## config.mk

```make
export PLATFORM = sky130hd
export DESIGN_NAME = sensor_rate_estimator
export DESIGN_NICKNAME = d
export VERILOG_FILES = /design/src/hw/rtl/sre_pkg.sv /design/src/hw/rtl/sre_ctrl.sv /design/src/hw/rtl/sre_dp.sv /design/src/hw/rtl/sensor_rate_estimator.sv
export SDC_FILE = /design/constraint.sdc
export NUM_CORES = 2
export LEC_CHECK = 0
export BUFFER_PORTS_ARGS = -buffer_cell sky130_fd_sc_hd__buf_2
export CAP_MARGIN = 5
export CORE_MARGIN = 2
export CORE_UTILIZATION = 60
export DETAILED_ROUTE_END_ITERATION = 10
export PLACE_DENSITY = 0.78
export SYNTH_ARGS = -nofsm -noshare
export SYNTH_HDL_FRONTEND = slang
export SYNTH_HIERARCHICAL = 1
export SYNTH_SLANG_ARGS = --single-unit
```

## constraint.sdc

```tcl
create_clock -name clk -period 20.5 [get_ports clk]
set_input_delay 2.05 -clock clk [delete_from_list [all_inputs] [get_ports clk]]
set_output_delay 2.05 -clock clk [all_outputs]
set_load 0.1 [all_outputs]
```

## src/hw/rtl/sre_pkg.sv

```systemverilog
// Package: shared types and constants for the sensor rate estimator.
package sre_pkg;

  localparam int TS_W    = 48;
  localparam int COUNT_W = 24;
  localparam int AGREE_W = 16;
  localparam int RATE_W  = 16;
  localparam int BUF_W   = 16;
  localparam int EL_W    = 18;
  localparam int CFG_W   = 18;
  localparam int IDX_W   = 3;

  localparam logic [IDX_W-1:0] REG_WINDOW_LEN  = 3'd0;
  localparam logic [IDX_W-1:0] REG_MAX_WINDOW  = 3'd1;
  localparam logic [IDX_W-1:0] REG_MIN_SAMPLES = 3'd2;
  localparam logic [IDX_W-1:0] REG_AGREE_NEED  = 3'd3;
  localparam logic [IDX_W-1:0] REG_INIT_RATE   = 3'd4;
  localparam logic [IDX_W-1:0] REG_INIT_BUF    = 3'd5;

  // Datapath operations requested by the controller.
  typedef enum logic [3:0] {
    OP_NONE    = 4'd0,
    OP_ACCEPT  = 4'd1,  // latch item, apply clear/open/count, compute elapsed
    OP_EVAL    = 4'd2,  // classify window, load rate division
    OP_DIV     = 4'd3,  // one divider step
    OP_MEAS    = 4'd4,  // take quotient, load mean-step division
    OP_CAND    = 4'd5,  // fold candidate
    OP_DEV     = 4'd6,  // deviation check, load buffer division
    OP_BUF     = 4'd7   // commit rate and buffer
  } op_t;

  typedef struct packed {
    op_t  op;
  } cmd_t;

  typedef struct packed {
    logic div_done;
    logic stop;      // item finishes without a rate measurement
    logic no_update; // measurement taken, no rate change
  } sts_t;

endpackage

```

## src/hw/rtl/sre_ctrl.sv

```systemverilog
// Controller: sequences one item through the datapath.
module sre_ctrl (
  input  logic          clk,
  input  logic          rst_n,
  input  logic          in_valid,
  output logic          in_ready,
  output logic          out_valid,
  input  logic          out_ready,
  input  sre_pkg::sts_t sts,
  output sre_pkg::cmd_t cmd
);
  import sre_pkg::*;

  typedef enum logic [9:0] {
    S_IDLE = 10'b0000000001,
    S_EVAL = 10'b0000000010,
    S_CHK  = 10'b0000000100,
    S_DIV1 = 10'b0000001000,
    S_MEAS = 10'b0000010000,
    S_DIV2 = 10'b0000100000,
    S_CAND = 10'b0001000000,
    S_DEV  = 10'b0010000000,
    S_DIV3 = 10'b0100000000,
    S_BUF  = 10'b1000000000
  } state_t;

  state_t state_r, state_nxt;
  logic   out_valid_r, out_valid_nxt;

  assign in_ready  = (state_r == S_IDLE) && (!out_valid_r || out_ready);
  assign out_valid = out_valid_r;

  always_comb begin
    state_nxt     = state_r;
    out_valid_nxt = out_valid_r && !out_ready;
    cmd.op        = OP_NONE;
    case (state_r)
      S_IDLE: begin
        if (in_valid && in_ready) begin
          cmd.op    = OP_ACCEPT;
          state_nxt = S_EVAL;
        end
      end
      S_EVAL: begin
        if (sts.stop) begin
          out_valid_nxt = 1'b1;
          state_nxt     = S_IDLE;
        end else begin
          cmd.op    = OP_EVAL;
          state_nxt = S_CHK;
        end
      end
      // window still short or discarded: no measurement
      S_CHK: begin
        if (sts.stop) begin
          out_valid_nxt = 1'b1;
          state_nxt     = S_IDLE;
        end else begin
          state_nxt = S_DIV1;
        end
      end
      S_DIV1: begin
        cmd.op = OP_DIV;
        if (sts.div_done) state_nxt = S_MEAS;
      end
      S_MEAS: begin
        cmd.op    = OP_MEAS;
        state_nxt = S_DIV2;
      end
      S_DIV2: begin
        cmd.op = OP_DIV;
        if (sts.div_done) state_nxt = S_CAND;
      end
      S_CAND: begin
        cmd.op    = OP_CAND;
        state_nxt = S_DEV;
      end
      S_DEV: begin
        if (sts.no_update) begin
          out_valid_nxt = 1'b1;
          state_nxt     = S_IDLE;
        end else begin
          cmd.op    = OP_DEV;
          state_nxt = S_DIV3;
        end
      end
      S_DIV3: begin
        cmd.op = OP_DIV;
        if (sts.div_done) state_nxt = S_BUF;
      end
      S_BUF: begin
        cmd.op        = OP_BUF;
        out_valid_nxt = 1'b1;
        state_nxt     = S_IDLE;
      end
      default: state_nxt = S_IDLE;
    endcase
  end

  always_ff @(posedge clk) begin
    if (!rst_n) begin
      state_r     <= S_IDLE;
      out_valid_r <= 1'b0;
    end else begin
      state_r     <= state_nxt;
      out_valid_r <= out_valid_nxt;
    end
  end
endmodule

```

## src/hw/rtl/sre_dp.sv

```systemverilog
// Datapath: window state, shared restoring divider, candidate and rate registers.
module sre_dp #(
  parameter int RATE_FRAC_BITS = 8
) (
  input  logic                        clk,
  input  logic                        rst_n,
  input  sre_pkg::cmd_t               cmd,
  output sre_pkg::sts_t               sts,
  input  logic                        in_kind,
  input  logic [sre_pkg::TS_W-1:0]    in_timestamp_ms,
  input  logic                        cfg_we,
  input  logic [sre_pkg::IDX_W-1:0]   cfg_index,
  input  logic [sre_pkg::CFG_W-1:0]   cfg_wdata,
  output logic                        out_rate_changed,
  output logic [sre_pkg::RATE_W-1:0]  out_new_rate_hz,
  output logic [sre_pkg::BUF_W-1:0]   out_new_buffer_size
);
  import sre_pkg::*;

  localparam int CAND_W = RATE_W + RATE_FRAC_BITS;
  // numerator count*1000*2^F*2 + elapsed: 24+10+F+1 bits plus carry
  localparam int NUM_W  = COUNT_W + 10 + RATE_FRAC_BITS + 2;
  localparam int DEN_W  = 2 * RATE_W + 1;
  localparam int CNT_W  = $clog2(NUM_W + 1);
  localparam logic [CAND_W-1:0] CAND_MAX = {CAND_W{1'b1}};
  localparam logic [CAND_W-1:0] HALF = CAND_W'(1) << (RATE_FRAC_BITS - 1);

  // configuration
  logic [15:0] win_len_r;
  logic [17:0] max_win_r;
  logic [15:0] min_samp_r;
  logic [7:0]  agree_need_r;

  logic               open_r;
  logic [TS_W-1:0]    start_r;
  logic [COUNT_W-1:0] count_r;
  logic [CAND_W-1:0]  cand_r;
  logic [AGREE_W-1:0] agree_r;
  logic [RATE_W-1:0]  rate_r;
  logic [BUF_W-1:0]   buf_r;
  logic               changed_r;

  logic [TS_W-1:0]    elapsed_r;
  logic [TS_W-1:0]    ts_r;
  logic               stop_r;
  logic [CAND_W-1:0]  meas_r;
  logic               up_r;
  logic [RATE_W-1:0]  newrate_r;

  // shared serial divider
  logic [NUM_W-1:0]   quo_r;
  logic [DEN_W:0]     rem_r;
  logic [DEN_W-1:0]   den_r;
  logic [CNT_W-1:0]   cnt_r;

  logic [DEN_W:0]     trial;
  assign trial = {rem_r[DEN_W-1:0], quo_r[NUM_W-1]} - {1'b0, den_r};

  // combinational helpers
  logic [COUNT_W-1:0] count_inc;
  logic [NUM_W-1:0]   num_rate;
  logic [CAND_W-1:0]  meas_c;
  logic [CAND_W-1:0]  mdiff_c;
  logic [CAND_W-1:0]  ad_c;
  logic               agree_ok;
  logic [CAND_W+4:0]  ad20;
  logic [CAND_W-1:0]  cand_nxt;
  logic [CAND_W-1:0]  refq;
  logic [CAND_W-1:0]  dev;
  logic [CAND_W+3:0]  dev10;
  logic [CAND_W:0]    rnd;
  logic [RATE_W-1:0]  rnd_sat;
  logic [DEN_W-1:0]   bprod;
  logic [NUM_W-1:0]   q_sat;

  assign count_inc = (count_r == {COUNT_W{1'b1}}) ? count_r : count_r + 1'b1;
  assign num_rate  = (NUM_W'(count_r) * NUM_W'(1000) << (RATE_FRAC_BITS + 1))
                     + NUM_W'(elapsed_r[EL_W-1:0]);
  assign q_sat     = quo_r;
  assign meas_c    = (q_sat > NUM_W'(CAND_MAX)) ? CAND_MAX : q_sat[CAND_W-1:0];
  assign mdiff_c   = (meas_c >= cand_r) ? meas_c - cand_r : cand_r - meas_c;
  assign ad_c      = (meas_r >= cand_r) ? meas_r - cand_r : cand_r - meas_r;
  assign ad20      = (CAND_W+5)'(ad_c) * (CAND_W+5)'(20);
  assign agree_ok  = (agree_r != '0) && (ad20 <= (CAND_W+5)'(cand_r));
  assign cand_nxt  = up_r ? cand_r + quo_r[CAND_W-1:0] : cand_r - quo_r[CAND_W-1:0];
  assign refq      = CAND_W'(rate_r) << RATE_FRAC_BITS;
  assign dev       = (cand_r >= refq) ? cand_r - refq : refq - cand_r;
  assign dev10     = (CAND_W+4)'(dev) * (CAND_W+4)'(10);
  assign rnd       = ((CAND_W+1)'(cand_r) + (CAND_W+1)'(HALF)) >> RATE_FRAC_BITS;
  assign rnd_sat   = (rnd > (CAND_W+1)'(16'hFFFF)) ? 16'hFFFF : rnd[RATE_W-1:0];
  assign bprod     = DEN_W'(buf_r) * DEN_W'(rnd_sat);

  always_comb begin
    sts.div_done  = (cnt_r == '0);
    sts.stop      = stop_r;
    sts.no_update = (agree_r < AGREE_W'(agree_need_r))
                    || (dev10 <= (CAND_W+4)'(refq))
                    || (rnd_sat == '0) || (rnd_sat == rate_r);
  end

  always_ff @(posedge clk) begin
    if (!rst_n) begin
      win_len_r    <= 16'd1000;
      max_win_r    <= 18'd3000;
      min_samp_r   <= 16'd10;
      agree_need_r <= 8'd3;
      rate_r       <= '0;
      buf_r        <= 16'd1;
      open_r       <= 1'b0;
      count_r      <= '0;
      cand_r       <= '0;
      agree_r      <= '0;
      changed_r    <= 1'b0;
      stop_r       <= 1'b0;
      cnt_r        <= '0;
    end else begin
      if (cfg_we) begin
        case (cfg_index)
          REG_WINDOW_LEN:  win_len_r    <= cfg_wdata[15:0];
          REG_MAX_WINDOW:  max_win_r    <= cfg_wdata[17:0];
          REG_MIN_SAMPLES: min_samp_r   <= cfg_wdata[15:0];
          REG_AGREE_NEED:  agree_need_r <= cfg_wdata[7:0];
          REG_INIT_RATE:   rate_r       <= cfg_wdata[15:0];
          REG_INIT_BUF:    buf_r        <= cfg_wdata[15:0];
          default: ;
        endcase
      end
      case (cmd.op)
        OP_ACCEPT: begin
          changed_r <= 1'b0;
          ts_r      <= in_timestamp_ms;
          stop_r    <= 1'b1;
          if (in_kind) begin
            open_r  <= 1'b0;
            count_r <= '0;
            cand_r  <= '0;
            agree_r <= '0;
          end else if (!open_r) begin
            open_r  <= 1'b1;
            start_r <= in_timestamp_ms;
            count_r <= '0;
          end else begin
            count_r   <= count_inc;
            elapsed_r <= in_timestamp_ms - start_r;
            stop_r    <= 1'b0;
          end
        end
        OP_EVAL: begin
          // elapsed >= window length here unless stopped below
          if (elapsed_r < TS_W'(win_len_r)) begin
            stop_r <= 1'b1;
          end else begin
            start_r <= ts_r;
            count_r <= '0;
            if (elapsed_r == '0 || elapsed_r > TS_W'(max_win_r)
                || count_r < COUNT_W'(min_samp_r)) begin
              stop_r  <= 1'b1;
              cand_r  <= '0;
              agree_r <= '0;
            end else begin
              quo_r <= num_rate;
              rem_r <= '0;
              den_r <= DEN_W'({elapsed_r[EL_W-1:0], 1'b0});
              cnt_r <= CNT_W'(NUM_W);
            end
          end
        end
        OP_DIV: begin
          if (cnt_r != '0) begin
            cnt_r <= cnt_r - 1'b1;
            if (!trial[DEN_W]) begin
              rem_r <= trial;
              quo_r <= {quo_r[NUM_W-2:0], 1'b1};
            end else begin
              rem_r <= {rem_r[DEN_W-1:0], quo_r[NUM_W-1]};
              quo_r <= {quo_r[NUM_W-2:0], 1'b0};
            end
          end
        end
        OP_MEAS: begin
          // take the measured rate and load the mean-step division
          meas_r <= meas_c;
          up_r   <= (meas_c >= cand_r);
          quo_r  <= NUM_W'(mdiff_c);
          rem_r  <= '0;
          den_r  <= DEN_W'(agree_r) + DEN_W'(1);
          cnt_r  <= CNT_W'(NUM_W);
        end
        OP_CAND: begin
          if (!agree_ok) begin
            cand_r  <= meas_r;
            agree_r <= AGREE_W'(1);
          end else begin
            cand_r  <= cand_nxt;
            if (agree_r != {AGREE_W{1'b1}}) agree_r <= agree_r + 1'b1;
          end
        end
        OP_DEV: begin
          newrate_r <= rnd_sat;
          if (rate_r == '0) begin
            quo_r <= NUM_W'(buf_r);
            cnt_r <= '0;
          end else begin
            quo_r <= NUM_W'({bprod, 1'b0}) + NUM_W'(rate_r);
            rem_r <= '0;
            den_r <= DEN_W'({rate_r, 1'b0});
            cnt_r <= CNT_W'(NUM_W);
          end
        end
        OP_BUF: begin
          rate_r    <= newrate_r;
          changed_r <= 1'b1;
          if (quo_r == '0) buf_r <= 16'd1;
          else if (quo_r > NUM_W'(16'hFFFF)) buf_r <= 16'hFFFF;
          else buf_r <= quo_r[BUF_W-1:0];
        end
        default: ;
      endcase
    end
  end

  assign out_rate_changed    = changed_r;
  assign out_new_rate_hz     = rate_r;
  assign out_new_buffer_size = buf_r;
endmodule

```

## src/hw/rtl/sensor_rate_estimator.sv

```systemverilog
// Top level: sensor rate estimator.
// Each item returns one result. A clear item or a sample that opens a window
// finishes in state S_EVAL; a sample that extends a window or closes a
// discarded one finishes in S_CHK. A sample that closes a valid window runs
// the shared restoring divider (44 quotient bits) for the measured rate and the
// running-mean step, and for the buffer rescale when the rate changes; the
// rescale skips the division steps when the old rate is zero. The result sits
// in the state registers, so the next item is taken only once the result is
// transferred, at the earliest in the same cycle.
module sensor_rate_estimator #(
  parameter int RATE_FRAC_BITS = 8
) (
  input  logic                        clk,
  input  logic                        rst_n,
  input  logic                        in_valid,
  output logic                        in_ready,
  input  logic                        in_kind,
  input  logic [sre_pkg::TS_W-1:0]    in_timestamp_ms,
  output logic                        out_valid,
  input  logic                        out_ready,
  output logic                        out_rate_changed,
  output logic [sre_pkg::RATE_W-1:0]  out_new_rate_hz,
  output logic [sre_pkg::BUF_W-1:0]   out_new_buffer_size,
  input  logic                        cfg_we,
  input  logic [sre_pkg::IDX_W-1:0]   cfg_index,
  input  logic [sre_pkg::CFG_W-1:0]   cfg_wdata
);
  import sre_pkg::*;

  cmd_t cmd;
  sts_t sts;

  sre_ctrl u_ctrl (
    .clk(clk), .rst_n(rst_n), .in_valid(in_valid), .in_ready(in_ready),
    .out_valid(out_valid), .out_ready(out_ready), .sts(sts), .cmd(cmd)
  );

  sre_dp #(.RATE_FRAC_BITS(RATE_FRAC_BITS)) u_dp (
    .clk(clk), .rst_n(rst_n), .cmd(cmd), .sts(sts),
    .in_kind(in_kind), .in_timestamp_ms(in_timestamp_ms),
    .cfg_we(cfg_we), .cfg_index(cfg_index), .cfg_wdata(cfg_wdata),
    .out_rate_changed(out_rate_changed), .out_new_rate_hz(out_new_rate_hz),
    .out_new_buffer_size(out_new_buffer_size)
  );
endmodule
```

==> metrics.md <==
| Metric | Value |
|---|---|
| GR Overflow Total | `0` |
| Overall Power | `2240 uW` |
| Placed Cells | `6,729` |
| Hold/Removal Path Class | `reg -> reg` |
| CP endpoint | `u_dp/cand_r[20]$_SDFFE_PN0P_` |
| Mux contribution to synthesized area | `2.50%` |
| Nets | `between 6,000 and 7,000` |
| Final Critical Period | `11.89 ns` |
| Final setup violation count | `0` |
| Layout cell share with drive strength beyond 1 | `5.60%` |
| Endpoint class of the critical path | `register` |
| Hold Slack | `0.454 ns` |
| Starting density of the core | `60.5%` |
| Clock Path Buffers | `3` |
| DRT Wirelength | `153 mm` |
| Synth warn | `6` |
| Area Growth Syn to Fin | `6.32%` |
| Commonest non-fill, non-tap cell in the layout | `nand2_1` |
| Postcts setup bufs | `0` |
| CTS H-tree lvls | `2` |
| Iter 0 DRT Violations | `about 4,300` |
| CTS tree | `built` |
| Worst Setup Slack post-DPL | `~8.8 ns` |
| Clock transition at path regs | `around 0.060 ns` |
| Final Hold Vio Count | `0` |
| Async S/R FF share, synth | `0%` |
| Die area | `85,200 um2` |
| Detailed-route via count | `43,200` |
| Synth Flop Type | `edfxtp_1` |
| Most frequent cells in the layout | `666 x nand2_1, 599 x ha_1, 580 x inv_1, 388 x a21oi_1, 333 x nor2_1` |
| Largest net degree at the start of global routing | `60` |
| Die height | `~300 um` |
| Fin. max-slew vios | `0` |
| Static Leak | `0.0242 uW` |
| Most used cell, CP | `ha_1` |
| R2R depth | `37` |
| Max_slew headroom | `12.2%` |
| Maximum VDD drop | `0.0811 mV` |
| RSZ-0062 raised after global routing | `false` |
| Slowest cell on crit path | `and2_1` |
| Antenna violations before repair | `2` |
| Vias in the first global route | `42,000` |
| Simple-gate portion of the synthesized area | `17.3%` |
| DP HPWL | `119 mm` |
| Core ar. | `just over 80,000 um2` |
| Reg2Reg Setup Slack | `8.61 ns` |
| RR Startpoint | `u_dp/cand_r[1]$_SDFFE_PN0P_` |
| Syn nets | `6,680` |
| Max incr delay on CP | `roughly 0.94 ns` |
| Worst-margin pin slew | `1.31 ns` |
| CP Max Fanout | `53` |
| Resized cells post-CTS | `0` |
| Avg Cell Area, Syn | `8.70 um2` |
| CTS Sinks | `455` |
| Num CTS Buffers | `50` |
| Die W | `~290 um` |
| Row count | `105` |
| F_max | `approximately 0.084 GHz` |
| Final period utilization | `~58%` |
| Detailed-route DRC error count | `0` |
| RR Endpoint | `u_dp/cand_r[20]$_SDFFE_PN0P_` |
| Post-synthesis compound-gate area fraction | `16.8%` |
| #FFs+latches synth | `455` |
| Max cap viols | `0` |
| Post-synth EDFFs | `281` |
| Clock Skew | `0.0441 ns` |
| Syn Inst Count | `5,714` |
| Fill count | `6,908` |
| Post-DRT Antenna Nets | `0` |
| Worst Path Required | `21.05 ns` |
| Final worst slack | `about 8.6 ns` |
| CP Buf/Inv Count | `4` |
| Synth Area in XOR/XNOR | `6.39%` |
| Register area share after synthesis | `24.0%` |
| Crit path kind | `reg -> reg` |
| Wire per inst | `22.3 um` |
| CP top delay family | `compound AO/OA/AOI/OAI gates` |
| Pwr Density | `42.5 nW/um2` |
| WP depth | `37` |
| Clk Latency, worst-skew pair | `0.64 ns` |
| Netlist Area Pre-Place | `49,700 um2` |
| I/O Pins | `between 100 and 150` |
| Port Buf Inserts | `109` |
| Hold Buf Count CTS | `0` |
| Vias per std cell | `6.34` |
| Status | `finished clean` |
| Routability cong. | `1.06` |
| Setup TNS | `0 ns` |
| Layout Cells excl Fill | `6,824` |
| Main combinational cell family by area after synthesis | `adder cells` |
| First-pass GRT wire length | `around 240 mm` |
| Length of the first detailed-routing pass in iterations | `6` |
| Clk root buf | `clkbuf_16` |
| GR Util All Layers | `35.2%` |
| Crit path DAT | `12.44 ns` |
| Crit path launch type | `register` |
| Synth Area in Adders | `between 20% and 30%` |
| Netlist cell types | `~100` |
| Worst Setup SP | `u_dp/cand_r[1]$_SDFFE_PN0P_` |
-- metal layers --
layer	track usage [%]	vias to the layer above	wire (um)
met5	0	-	10
met1	45.7	20800	61500
li1	-	20000	-
met2	56.9	2023	68500
met3	5.87	437	13500
met4	17.7	2	8920
-- final cells by class --
cell class	instances	area [um2]	area share, %
diodes	1	2.50	0.00474
clock buffers	65	1360	2.57
clock inverters	29	302	0.571
inverters	581	2180	4.13
multi-input cells	4460	34800	65.8
flip-flops and latches	455	11900	22.6
well taps	1070	1340	2.53
repair buffers	163	951	1.80
-- synthesized netlist by cell type (11+ instances only) --
library cell	number	area [um2]
nand2_1	666	2500
o21bai_1	36	270
a221oi_1	11	96.3
a21oi_1	389	1950
a211oi_1	72	541
o31ai_1	29	218
fa_1	292	5850
clkbuf_1	181	679
buf_2	14	70.1
a2111oi_0	13	114
and3_1	45	282
o21ai_1	11	55.1
xor2_1	126	1100
buf_1	11	41.3
and4_1	18	158
or2_2	16	100
o221ai_1	13	114
o21ai_0	275	1380
nor2b_1	71	444
a31oi_1	30	188
and2_1	142	888
inv_1	581	2180
o211ai_1	50	375
a21o_1	146	1100
a21boi_0	11	82.6
a22oi_1	17	128
or3_1	59	369
dfxtp_1	174	3480
nand4_1	53	332
xnor2_1	235	2060
o22ai_1	17	106
nand2b_1	58	363
nor2_1	336	1260
mux2i_1	113	1130
nor4_1	57	357
nor3b_1	16	120
ha_1	599	7490
o21a_1	57	428
nor3_1	100	500
edfxtp_1	281	8440
nand3_1	92	460
-- worst min path at each step --
stage | start | end | slack [ns] | cells after the start
2_1_floorplan | u_dp/agree_need_r[2]$_SDFFE_PN0P_ | u_dp/agree_need_r[2]$_SDFFE_PN0P_ | 0.44 | 2
3_3_place_gp | u_dp/min_samp_r[5]$_SDFFE_PN0P_ | u_dp/min_samp_r[5]$_SDFFE_PN0P_ | 0.44 | 2
3_5_place_dp | u_dp/win_len_r[15]$_SDFFE_PN0P_ | u_dp/win_len_r[15]$_SDFFE_PN0P_ | 0.45 | 2
4_1_cts | u_dp/win_len_r[15]$_SDFFE_PN0P_ | u_dp/win_len_r[15]$_SDFFE_PN0P_ | 0.45 | 2
5_1_grt | u_dp/win_len_r[0]$_SDFFE_PN0P_ | u_dp/win_len_r[0]$_SDFFE_PN0P_ | 0.47 | 2
6_report | u_dp/win_len_r[4]$_SDFFE_PN0P_ | u_dp/win_len_r[4]$_SDFFE_PN0P_ | 0.45 | 2
-- worst min-delay path: stages, from the launching register on --
cell and delay, ns:
dfxtp_1 0.31, nand2_1 0.05, a21oi_1 0.05
-- logic make-up after synthesis --
kind of cell             count (synthesis)
multiplexers                           123
flip-flops                             455
other                                    1
buffers and inverters                  799
AND/OR/NAND/NOR                       1780
adder cells (fa/ha/maj)                891
XOR/XNOR                               362
AO/OA/AOI/OAI                         1303
-- power breakdown --
part / internal, uW / switching (uW)
Sequential: 985 / 8.62
Clock: 524 / 410
Combinational: 119 / 198
Total: 1630 / 616
-- per-stage QoR --
step,utilization (%),instance area (um2)
global route,64.4,52800
detailed placement,62.3,51200
CTS,64.4,52800
finish,64.4,52800
floorplan,-,49700
global placement,62.3,51200
-- registers in the layout (all words and copies together), names as in the netlist, 19 cells and up --
register        count
u_dp/q_sat         44
u_dp/rem_r         33
u_dp/count_r       24
u_dp/ts_r          48
u_dp/den_r         19
u_dp/cand_r        24
u_dp/elapsed_r     48
u_dp/meas_r        24
u_dp/start_r       48
Power figures use the tool's default switching activity.
